## src/sv/hbd_pkg.sv

```systemverilog
// Constants and register indexes shared by the HRPT bit deframer.
package hbd_pkg;

  localparam int unsigned WordBits      = 10;
  localparam int unsigned SyncWordCount = 6;
  localparam int unsigned SyncBits      = WordBits * SyncWordCount;
  localparam int unsigned FrameBits     = 14;
  localparam int unsigned BitCntBits    = 4;
  localparam int unsigned BurstCntBits  = 3;
  localparam int unsigned CfgIdxBits    = 8;
  localparam int unsigned CfgDataBits   = 64;
  localparam int unsigned InDataBits    = 8;
  localparam int unsigned OutDataBits   = 16;

  localparam logic [FrameBits-1:0]    FrameWordsRst = FrameBits'(11090);
  localparam logic [FrameBits-1:0]    SyncWordsFw   = FrameBits'(SyncWordCount);
  localparam logic [BitCntBits-1:0]   WordBitsCnt   = BitCntBits'(WordBits);
  localparam logic [BurstCntBits-1:0] SyncBurstCnt  = BurstCntBits'(SyncWordCount);

  typedef enum logic [CfgIdxBits-1:0] {
    CFG_SYNC_PATTERN = 8'd0,
    CFG_FRAME_WORDS  = 8'd1
  } cfg_idx_e;

endpackage

```

## src/sv/hrpt_bit_deframer_core.sv

```systemverilog
// HRPT minor frame bit deframer: sync hunt, word packing and output burst stage.
//
// The core takes one bit sample per clock cycle at two samples per symbol and
// keeps every other sample; while hunting only samples that differ from their
// predecessor are taken. The whole decision for a sample is made in the cycle
// it is accepted. A sync match yields a burst of six 10-bit words, which the
// output stage sends one per cycle while m_axis_tready_i is high; in synced
// mode a data word follows every ten taken bits. One further burst or word
// can wait in a holding register behind the output stage, so s_axis_tready_o
// drops only while that holding register is full: when the output side stalls,
// or when a new sync burst arrives while the last one is still being sent,
// which a constant sync pattern allows every second sample. Configuration
// should be written while the core is idle; cfg_ready_o is always high.
module hrpt_bit_deframer_core (
  input  logic                               clk_i,
  input  logic                               rst_ni,
  input  logic                               cfg_valid_i,
  output logic                               cfg_ready_o,
  input  logic [hbd_pkg::CfgIdxBits-1:0]     cfg_index_i,
  input  logic [hbd_pkg::CfgDataBits-1:0]    cfg_data_i,
  input  logic                               s_axis_tvalid_i,
  output logic                               s_axis_tready_o,
  input  logic [hbd_pkg::InDataBits-1:0]     s_axis_tdata_i,  // [0] in_bit
  output logic                               m_axis_tvalid_o,
  input  logic                               m_axis_tready_i,
  output logic [hbd_pkg::OutDataBits-1:0]    m_axis_tdata_o,  // [9:0] frame_word
  output logic                               m_axis_tlast_o   // last_of_run
);
  import hbd_pkg::*;

  // Configuration registers.
  logic [SyncBits-1:0]  sync_pattern_q;
  logic [FrameBits-1:0] frame_words_q;

  // Deframer state.
  logic                  synced_q, synced_d;
  logic                  half_phase_q, half_phase_d;
  logic                  prev_bit_q;
  logic [SyncBits-1:0]   sync_shift_q, sync_shift_d;
  logic [WordBits-1:0]   word_shift_q, word_shift_d;
  logic [BitCntBits-1:0] bits_left_q, bits_left_d;
  logic [FrameBits-1:0]  words_left_q, words_left_d;

  // Output burst stage and holding register.
  logic [SyncBits-1:0]     burst_q, burst_d;
  logic [BurstCntBits-1:0] burst_cnt_q, burst_cnt_d;
  logic [SyncBits-1:0]     pend_q, pend_d;
  logic [BurstCntBits-1:0] pend_cnt_q, pend_cnt_d;
  logic                    pend_valid_q, pend_valid_d;

  logic                    in_accept;
  logic                    in_bit;
  logic                    take;
  logic [SyncBits-1:0]     sync_next;
  logic [WordBits-1:0]     word_next;
  logic [BitCntBits-1:0]   bits_dec;
  logic [FrameBits-1:0]    words_dec;
  logic                    res_valid;
  logic [SyncBits-1:0]     res_words;
  logic [BurstCntBits-1:0] res_cnt;
  logic                    out_take;

  assign cfg_ready_o     = 1'b1;
  assign s_axis_tready_o = ~pend_valid_q;
  assign in_accept       = s_axis_tvalid_i & s_axis_tready_o;
  assign in_bit          = s_axis_tdata_i[0];

  always_ff @(posedge clk_i or negedge rst_ni) begin
    if (!rst_ni) begin
      sync_pattern_q <= '0;
      frame_words_q  <= FrameWordsRst;
    end else if (cfg_valid_i) begin
      unique case (cfg_index_i)
        CFG_SYNC_PATTERN: sync_pattern_q <= cfg_data_i[SyncBits-1:0];
        CFG_FRAME_WORDS:  frame_words_q  <= cfg_data_i[FrameBits-1:0];
        default: ;
      endcase
    end
  end

  // A sample is taken on the active phase, and while hunting only on a transition.
  assign take      = half_phase_q & ((in_bit ^ prev_bit_q) | synced_q);
  assign sync_next = {sync_shift_q[SyncBits-2:0], in_bit};
  assign word_next = {word_shift_q[WordBits-2:0], in_bit};
  assign bits_dec  = bits_left_q - BitCntBits'(1);
  assign words_dec = words_left_q - FrameBits'(1);

  always_comb begin
    synced_d     = synced_q;
    // A sample that is not taken leaves the core ready to take the next one.
    half_phase_d = 1'b1;
    sync_shift_d = sync_shift_q;
    word_shift_d = word_shift_q;
    bits_left_d  = bits_left_q;
    words_left_d = words_left_q;
    res_valid    = 1'b0;
    res_words    = sync_pattern_q;
    res_cnt      = SyncBurstCnt;
    if (take) begin
      half_phase_d = 1'b0;
      if (!synced_q) begin
        sync_shift_d = sync_next;
        if (sync_next == sync_pattern_q) begin
          res_valid    = 1'b1;
          bits_left_d  = WordBitsCnt;
          word_shift_d = '0;
          if (frame_words_q > SyncWordsFw) begin
            words_left_d = frame_words_q - SyncWordsFw;
            synced_d     = 1'b1;
          end else begin
            words_left_d = '0;
          end
        end
      end else begin
        word_shift_d = word_next;
        bits_left_d  = bits_dec;
        if (bits_dec == '0) begin
          res_valid    = 1'b1;
          res_words    = {word_next, {(SyncBits-WordBits){1'b0}}};
          res_cnt      = BurstCntBits'(1);
          word_shift_d = '0;
          bits_left_d  = WordBitsCnt;
          words_left_d = words_dec;
          if (words_dec == '0) begin
            synced_d = 1'b0;
          end
        end
      end
    end
  end

  always_ff @(posedge clk_i or negedge rst_ni) begin
    if (!rst_ni) begin
      synced_q     <= 1'b0;
      half_phase_q <= 1'b1;
      prev_bit_q   <= 1'b0;
      sync_shift_q <= '0;
      word_shift_q <= '0;
      bits_left_q  <= WordBitsCnt;
      words_left_q <= '0;
    end else if (in_accept) begin
      synced_q     <= synced_d;
      half_phase_q <= half_phase_d;
      prev_bit_q   <= in_bit;
      sync_shift_q <= sync_shift_d;
      word_shift_q <= word_shift_d;
      bits_left_q  <= bits_left_d;
      words_left_q <= words_left_d;
    end
  end

  // The burst register shifts its top word out; a new result goes behind it
  // into the holding register if the burst is still busy.
  assign out_take = (burst_cnt_q != '0) & m_axis_tready_i;

  always_comb begin
    burst_d      = burst_q;
    burst_cnt_d  = burst_cnt_q;
    pend_d       = pend_q;
    pend_cnt_d   = pend_cnt_q;
    pend_valid_d = pend_valid_q;
    if (out_take) begin
      burst_d     = {burst_q[SyncBits-WordBits-1:0], {WordBits{1'b0}}};
      burst_cnt_d = burst_cnt_q - BurstCntBits'(1);
    end
    if ((burst_cnt_d == '0) && pend_valid_q) begin
      burst_d      = pend_q;
      burst_cnt_d  = pend_cnt_q;
      pend_valid_d = 1'b0;
    end
    if (in_accept && res_valid) begin
      if (burst_cnt_d == '0) begin
        burst_d     = res_words;
        burst_cnt_d = res_cnt;
      end else begin
        pend_d       = res_words;
        pend_cnt_d   = res_cnt;
        pend_valid_d = 1'b1;
      end
    end
  end

  always_ff @(posedge clk_i or negedge rst_ni) begin
    if (!rst_ni) begin
      burst_cnt_q  <= '0;
      pend_valid_q <= 1'b0;
    end else begin
      burst_cnt_q  <= burst_cnt_d;
      pend_valid_q <= pend_valid_d;
    end
  end

  always_ff @(posedge clk_i) begin
    burst_q    <= burst_d;
    pend_q     <= pend_d;
    pend_cnt_q <= pend_cnt_d;
  end

  assign m_axis_tvalid_o = burst_cnt_q != '0;
  assign m_axis_tdata_o  = {{(OutDataBits-WordBits){1'b0}}, burst_q[SyncBits-1 -: WordBits]};
  assign m_axis_tlast_o  = burst_cnt_q == BurstCntBits'(1);

  a_pend_behind_burst: assert property (@(posedge clk_i) disable iff (!rst_ni)
    pend_valid_q |-> (burst_cnt_q != '0))
    else $error("holding register full while burst stage empty");

  a_burst_cnt_range: assert property (@(posedge clk_i) disable iff (!rst_ni)
    burst_cnt_q <= SyncBurstCnt)
    else $error("burst count beyond six words");

  a_synced_words_left: assert property (@(posedge clk_i) disable iff (!rst_ni)
    synced_q |-> (words_left_q != '0))
    else $error("synced with no frame words left");

  a_bits_left_range: assert property (@(posedge clk_i) disable iff (!rst_ni)
    (bits_left_q != '0) && (bits_left_q <= WordBitsCnt))
    else $error("bit counter out of range");

  a_stall_holds_word: assert property (@(posedge clk_i) disable iff (!rst_ni)
    (m_axis_tvalid_o && !m_axis_tready_i) |=> m_axis_tvalid_o && $stable(m_axis_tdata_o))
    else $error("stalled output word changed");

endmodule
```

## config.mk

```make
export PLATFORM = sky130hd
export DESIGN_NAME = hrpt_bit_deframer_core
export DESIGN_NICKNAME = d
export VERILOG_FILES = /design/src/sv/hbd_pkg.sv /design/src/sv/hrpt_bit_deframer_core.sv
export SDC_FILE = /design/constraint.sdc
export NUM_CORES = 1
export LEC_CHECK = 0
export ABC_AREA = 0
export BUFFER_PORTS_ARGS = -buffer_cell sky130_fd_sc_hd__buf_2
export CELL_PAD_IN_SITES_DETAIL_PLACEMENT = 1
export CELL_PAD_IN_SITES_GLOBAL_PLACEMENT = 1
export CORE_MARGIN = 3
export CORE_UTILIZATION = 46
export CTS_BUF_LIST = sky130_fd_sc_hd__clkbuf_2
export DETAILED_ROUTE_END_ITERATION = 7
export PLACE_DENSITY = 0.8
export SYNTH_ARGS = -nofsm -noshare
export SYNTH_HDL_FRONTEND = slang
export SYNTH_SLANG_ARGS = --single-unit
```

## constraint.sdc

```tcl
create_clock -name clk_i -period 5.1 [get_ports clk_i]
set_input_delay 0.51 -clock clk_i [delete_from_list [all_inputs] [get_ports clk_i]]
set_output_delay 0.51 -clock clk_i [all_outputs]
set_load 0.02 [all_outputs]
```

==> results of run 1 <==
worst max-delay path by stage:
stage / startpoint / endpoint / slack, ps / cells past startpoint
after floorplan: s_axis_tvalid_i / pend_cnt_q[0] / 190 / 8
after global placement: s_axis_tvalid_i / burst_q[17] / 1430 / 9
after detailed placement: sync_pattern_q[59] / burst_q[41] / 1410 / 8
after CTS: sync_pattern_q[59] / burst_q[21] / 1350 / 8
after global routing: sync_pattern_q[59] / burst_q[25] / 1200 / 8
final: sync_pattern_q[59] / burst_q[39] / 1260 / 8
stage by stage:
| stage | cells | cell area (um^2) |
|---|---|---|
| after global placement | 1565 | 14300 |
| after floorplan | 1156 | 13600 |
| after detailed placement | 1565 | 14300 |
| after global routing | 1772 | 15600 |
| final | 1772 | 15600 |
| after CTS | 1771 | 15600 |
Yosys cell counts, types with 8 or more instances:
library cell,instances
sky130_fd_sc_hd__o21ai_0,14
sky130_fd_sc_hd__nor2_1,19
sky130_fd_sc_hd__dfstp_2,10
sky130_fd_sc_hd__xnor2_1,68
sky130_fd_sc_hd__mux2_2,165
sky130_fd_sc_hd__a21oi_1,93
sky130_fd_sc_hd__buf_4,18
sky130_fd_sc_hd__edfxtp_1,62
sky130_fd_sc_hd__clkbuf_1,33
sky130_fd_sc_hd__nand4_1,17
sky130_fd_sc_hd__inv_1,62
sky130_fd_sc_hd__buf_2,14
sky130_fd_sc_hd__dfrtp_1,157
sky130_fd_sc_hd__nand2_1,104
sky130_fd_sc_hd__nor3_1,14
sky130_fd_sc_hd__a22o_1,8
sky130_fd_sc_hd__and2_1,15
sky130_fd_sc_hd__ha_1,8
sky130_fd_sc_hd__nor4_1,8
sky130_fd_sc_hd__dfxtp_1,60
sky130_fd_sc_hd__mux2i_1,102
repair_timing:
item                                    4_1_cts  5_1_grt
endpoints found under the setup margin        0        0
hold buffers                                 62        0
setup buffers                                 0        0
hold endpoints to repair                    234        0
layout by cell type (no fill, tap or decap), types with 16 or more instances in the layout:
cell,instances
sky130_fd_sc_hd__xnor2_1,68
sky130_fd_sc_hd__inv_1,62
sky130_fd_sc_hd__dfxtp_1,60
sky130_fd_sc_hd__a21oi_1,93
sky130_fd_sc_hd__dfrtp_1,157
sky130_fd_sc_hd__mux2_2,165
sky130_fd_sc_hd__edfxtp_1,62
sky130_fd_sc_hd__nand4_1,17
sky130_fd_sc_hd__clkbuf_2,132
sky130_fd_sc_hd__dlygate4sd3_1,62
sky130_fd_sc_hd__mux2i_1,102
sky130_fd_sc_hd__nand2_1,104
sky130_fd_sc_hd__nor2_1,16
sky130_fd_sc_hd__buf_2,85
routing by layer:
layer  GRT usage  wire length [um]  vias up  part of all wire
met5           0                 0        -                 0
met4      0.0910               977        0             0.025
met3      0.0464              2040       69             0.052
met2       0.418             19200      286              0.49
met1       0.328             16700     4958              0.43
li1            -                 -     4421                 -
layout make-up:
cell class,count,area [um^2]
fill,3124,13200
tap,384,480
multi-input combinational,731,5720
inverter,62,233
timing repair buffer,161,1190
clock inverter,12,71.3
clock buffer,132,661
sequential,289,7250
antenna,1,2.50
state kept, by name, summed over array words and instances, names as in the netlist, 2 cells and up:
name	flops
bits_left_q	4
word_shift_q	9
sync_shift_q	59
words_left_q	14
pend_q	60
burst_q	60
burst_cnt_q	3
pend_cnt_q	2
sync_pattern_q	60
frame_words_q	14
cells by family after synthesis:
group | count (synthesis) | share of synthesized area
AO/OA/AOI/OAI | 150 | 0.0672
XOR/XNOR | 75 | 0.0484
adder cells (fa/ha/maj) | 8 | 0.00737
buffers and inverters | 136 | 0.0478
flip-flops | 289 | 0.534
multiplexers | 267 | 0.212
other | 2 | 0.000553
AND/OR/NAND/NOR | 224 | 0.0821
power breakdown:
part / internal [uW] / switching (uW) / total (uW)
sequential: 2690 / 314 / 3000
combinational: 675 / 919 / 1590
clock: 718 / 1020 / 1740
total: 4080 / 2250 / 6340
tightest hold or removal path, stage by stage:
cell                      delay [ps]
sky130_fd_sc_hd__buf_2           100
sky130_fd_sc_hd__nor2b_2         170
sky130_fd_sc_hd__o21a_1          180
==> results.toml, run 1 <==
[status]
status = "completed"

[critical_path]
critical_path.slowest_cell = "sky130_fd_sc_hd__and3_4"
critPathTopFamily = "simple AND/OR/NAND/NOR gates"
rr_endpoint = "burst_q[39]"
r2r_start = "sync_pattern_q[59]"
kind_of_start_point_of_the_critical_path = "flop"
critPathArrivalTime_ps = 4610
cp_cell_sequence = "xnor2_1 -> nand4_1 -> nor4_1 -> nand4_2 -> nand2_1 -> and3_4 -> buf_12 -> mux2i_1"
worst-path-buf-inv = 1
rr_worst_depth = 8
worst-setup-path-type = "flop to flop"
cp_max_fo = 40
critPathCaptureType = "flop"
cpPeakStageDelay_ps = 780
critPathRequiredTime_ps = 5870
reg2reg_setup_slack_ps = 1260

[timing]
report.final.setup_viol = 0
worst_hold_slack_ps = 113
skew_ps = 105
timing.max_slew.rel_slack = 0.259
period_needed_ps = 3840
finalCritPeriodShare = 0.752
timing.final.max_slew_violations = 0
clock.fmax_ghz = 0.261
fin_ws_ps = 1260
timing_worst_slew_pin_value_ps = 1110
fin_setup_tns_ps = 0
final-hold-violation-count = 0
unrepaired_setup_endpoints_after_global_routing = "false"

[floorplan]
floorplan.die.height_um = 178
floorplan.die_area_mm2 = 0.0316
die_width_um = 178
boundaryPins = 105
rows = 62
initial_utilization = 0.470
core_region_area_mm2 = 0.0289

[final_layout]
area_delta_synth_final_pct = 15.0
postLayoutCoreUtil = 0.541
layout.nets = 1416
final_layout_size_suffix_gt1_frac = 0.306

[grt]
grt_antenna_before_repair = 1
grt_start_max_net_pins = 168
via_count_of_the_first_global_routing_pass = 10679
groute.usage.overall = 0.251
grt_pass1_wl_um = 61000
globalRoute.totalOverflow = 0

[clock_network]
tritoncts = "built"
worst_skew_pair.late_latency_ps = 880
htree_num_levels = 3
post_cts_resized = 0
clock_tree.buffer_depth = 3
clkSlewWorstSetupHoldPaths_ps = 110
cts_root_buffer = "sky130_fd_sc_hd__clkbuf_2"
tritoncts.num_buffers = 78
clock_sink_count = 289

[place]
gpl.final_weighted_congestion = 0.809
dp.final_hpwl_um = 24300
minimum_setup_slack_after_placement_ps = 1410
numPortBuffers = 86

[logic_synthesis]
synth-warning-count = 0
post_synth_main_area_contributors = "sky130_fd_sc_hd__dfrtp_1, sky130_fd_sc_hd__edfxtp_1, sky130_fd_sc_hd__mux2_2"
netlist.top_cell.by_area = "sky130_fd_sc_hd__dfrtp_1"
summed_instance_area_of_the_synthesized_netlist_mm2 = 0.0136
ys.flop_type = "sky130_fd_sc_hd__dfrtp_1"
synth_seq_cells = 289
synth-edff-count = 62
post_synth_inst_count = 1151
async_flop_share = 0.578
synth.yosys.seq_area_share = 0.534
synth.lib_cells_used.distinct = 60
syn_area_per_cell_um2 = 11.8
synth_largest_type_area_fraction = 0.289

[pwr]
post-layout-total-power_uw = 6340
cellPowerDensity_mw_per_mm2 = 406
vdd.ir_drop.worst_mv = 0.218
static_leak_uw = 0.00737

[min_path]
min_delay_path_depth = 3
hold_end = "half_phase_q"
min_delay_startpoint = "s_axis_tvalid_i"
hold_class = "input port to flop"

[job]
cap_violations = 0

[detailed_routing]
via_total_after_detailed_routing = 9734
viasPerCell = 5.49
wire_per_inst_um = 22.0
drt_iter0_drc = 578
drc = 0
drt-total-wl_um = 38900
drtPass1Iterations = 5
detail-route-antenna-nets = 0
Power figures use the tool's default switching activity.
==> run 2, diff against run 1 <==
ABC_AREA = 1   (was 0)
CORE_UTILIZATION = 42   (was 46)
clock period = 3.4 ns   (was 5.1 ns; I/O delays follow)
==> results.toml, run 2 <==
[status]
status = "completed"

[pwr]
static_leak_uw = 0.00927
vdd.ir_drop.worst_mv = 0.619
cellPowerDensity_mw_per_mm2 = 713

[logic_synthesis]
post_synth_main_area_contributors = "sky130_fd_sc_hd__dfrtp_1, sky130_fd_sc_hd__nand2_1, sky130_fd_sc_hd__edfxtp_1"
post_synth_inst_count = 1994
synth_seq_cells = 289
synth.lib_cells_used.distinct = 34
netlist.top_cell.by_area = "sky130_fd_sc_hd__dfrtp_1"
synthMostInstantiatedCell = "sky130_fd_sc_hd__nand2_1"
synth.yosys.seq_area_share = 0.483
async_flop_share = 0.578
post_synth_most_frequent_cells = "sky130_fd_sc_hd__nand2_1, sky130_fd_sc_hd__inv_1, sky130_fd_sc_hd__dfrtp_1"
synth_largest_type_area_fraction = 0.261
synth-warning-count = 0
synth-edff-count = 62
summed_instance_area_of_the_synthesized_netlist_mm2 = 0.0150
syn_area_per_cell_um2 = 7.54
ys.flop_type = "sky130_fd_sc_hd__dfrtp_1"

[final_layout]
reg.largest.list = "burst_q (60), pend_q (60), sync_pattern_q (60)"
number_of_cells_in_the_finished_layout_apart_from_fillers = 2666
most-common-layout-cells = "sky130_fd_sc_hd__nand2_1, sky130_fd_sc_hd__inv_1, sky130_fd_sc_hd__dfrtp_1"
area_delta_synth_final_pct = 14.4
layout.nets = 2241
final_layout_size_suffix_gt1_frac = 0.135
layout.cells.most_common = "sky130_fd_sc_hd__nand2_1"
postLayoutCoreUtil = 0.493

[timing]
fin_setup_tns_ps = 0
period_needed_ps = 3140
unrepaired_setup_endpoints_after_global_routing = "false"
finalCritPeriodShare = 0.923
timing.final.max_slew_violations = 0
worst_hold_slack_ps = 97.3
clock.fmax_ghz = 0.319
report.final.setup_viol = 0
skew_ps = 70.4
timing.max_slew.rel_slack = 0.263
final-hold-violation-count = 0
timing_worst_slew_pin_value_ps = 1100

[clock_network]
clock_sink_count = 289
clock_tree.buffer_depth = 3
post_cts_resized = 0
tritoncts.num_buffers = 77
worst_skew_pair.late_latency_ps = 900
htree_num_levels = 3
tritoncts = "built"
cts_root_buffer = "sky130_fd_sc_hd__clkbuf_2"
clkSlewWorstSetupHoldPaths_ps = 140

[floorplan]
core_region_area_mm2 = 0.0349
floorplan.die.height_um = 195
floorplan.die_area_mm2 = 0.0381
rows = 68
die_width_um = 195
initial_utilization = 0.431
boundaryPins = 105

[place]
numPortBuffers = 86
gpl.final_weighted_congestion = 0.800
place.detailed.instances = 2448
dp.final_hpwl_um = 29100

[critical_path]
rr_endpoint = "pend_q[28]"
critPathCaptureType = "flop"
rr_worst_depth = 11
kind_of_start_point_of_the_critical_path = "flop"
r2r_start = "sync_pattern_q[31]"
reg2reg_setup_slack_ps = 260
critPathRequiredTime_ps = 3890
startpoint = "sync_pattern_q[31]"
critPathArrivalTime_ps = 3630
cp_max_fo = 37
worst-setup-path-type = "flop to flop"

[detailed_routing]
wire_per_inst_um = 17.2
drc = 0
drt_iter0_drc = 913
drt-total-wl_um = 45900
drtPass1Iterations = 5
detail-route-antenna-nets = 0
viasPerCell = 5.12
via_total_after_detailed_routing = 13640

[grt]
grt_antenna_before_repair = 2
globalRoute.totalOverflow = 0
via_count_of_the_first_global_routing_pass = 14624
grt_pass1_wl_um = 74800
grt_start_max_net_pins = 104
groute.usage.overall = 0.241

[min_path]
hold_end = "burst_q[52]"
min_delay_startpoint = "m_axis_tready_i"
hold_class = "input port to flop"
min_delay_path_depth = 6

[job]
cap_violations = 0
==> run 2: cell families after synthesis <==
logic type,Yosys count,share of synthesized area
other,2,0.000500
DFF,289,0.483
buffers and inverters,360,0.106
xor gates and xnor gates,57,0.0332
muxes,20,0.0150
and+or+nand+nor,1049,0.279
adders and majority gates,8,0.00666
AOI/OAI and AO/OA,209,0.0776
==> run 2: how the worst max path moves through the flow <==
stage / endpoint / slack [ps]
finish: pend_q[28] / 260
floorplan: pend_cnt_q[0] / 360
global route: pend_q[39] / 150
detailed placement: pend_q[41] / 440
CTS: pend_q[39] / 380
global placement: pend_q[41] / 470
==> run 2: critical path, cell delays in order, from the launching register on <==
cell and delay (ps):
sky130_fd_sc_hd__dfrtp_1 470, sky130_fd_sc_hd__xor2_1 200, sky130_fd_sc_hd__nor2_1 130, sky130_fd_sc_hd__nand2_1 80
sky130_fd_sc_hd__nor2_1 230, sky130_fd_sc_hd__nand2_1 130, sky130_fd_sc_hd__nor2_1 120, sky130_fd_sc_hd__nand2_1 100
sky130_fd_sc_hd__nand2_2 120, sky130_fd_sc_hd__nand3_2 390, sky130_fd_sc_hd__nor2_4 210, sky130_fd_sc_hd__buf_4 500
==> run 2: per-stage QoR <==
stage | setup slack [ps] | power, uW | area [um^2]
2_1_floorplan | 356 | 8350 | 15100
3_3_place_gp | 470 | 9240 | 15700
3_5_place_dp | 438 | 9520 | 15700
4_1_cts | 381 | 12300 | 17200
5_1_grt | 151 | 13300 | 17200
6_report | 260 | 12300 | 17200
==> run 2: power breakdown <==
group / switching (uW) / internal [uW]
Clock: 1530 / 1140
Sequential: 644 / 4320
Combinational: 3010 / 1620
Total: 5180 / 7080
==> run 2: layer usage <==
layer | global-route usage | part of all wire | vias to the layer above
met5 | 0 | 0 | -
li1 | - | - | 6531
met4 | 0.0853 | 0.028 | 0
met3 | 0.0409 | 0.046 | 95
met1 | 0.306 | 0.43 | 6681
met2 | 0.417 | 0.50 | 333
==> run 2: timing repair <==
item / CTS / global route
buffers inserted: 0 / 0
hold buffers: 76 / 0
endpoints found under the hold margin: 238 / 0
==> run 2: layout make-up <==
cell class	instances	area [um^2]
fill	4445	17700
sequential	289	7250
multi-input combinational	1350	6240
timing repair buffer	188	1480
inverter	242	908
clock buffer	131	656
tap	455	569
clock inverter	9	87.6
antenna	2	5.00
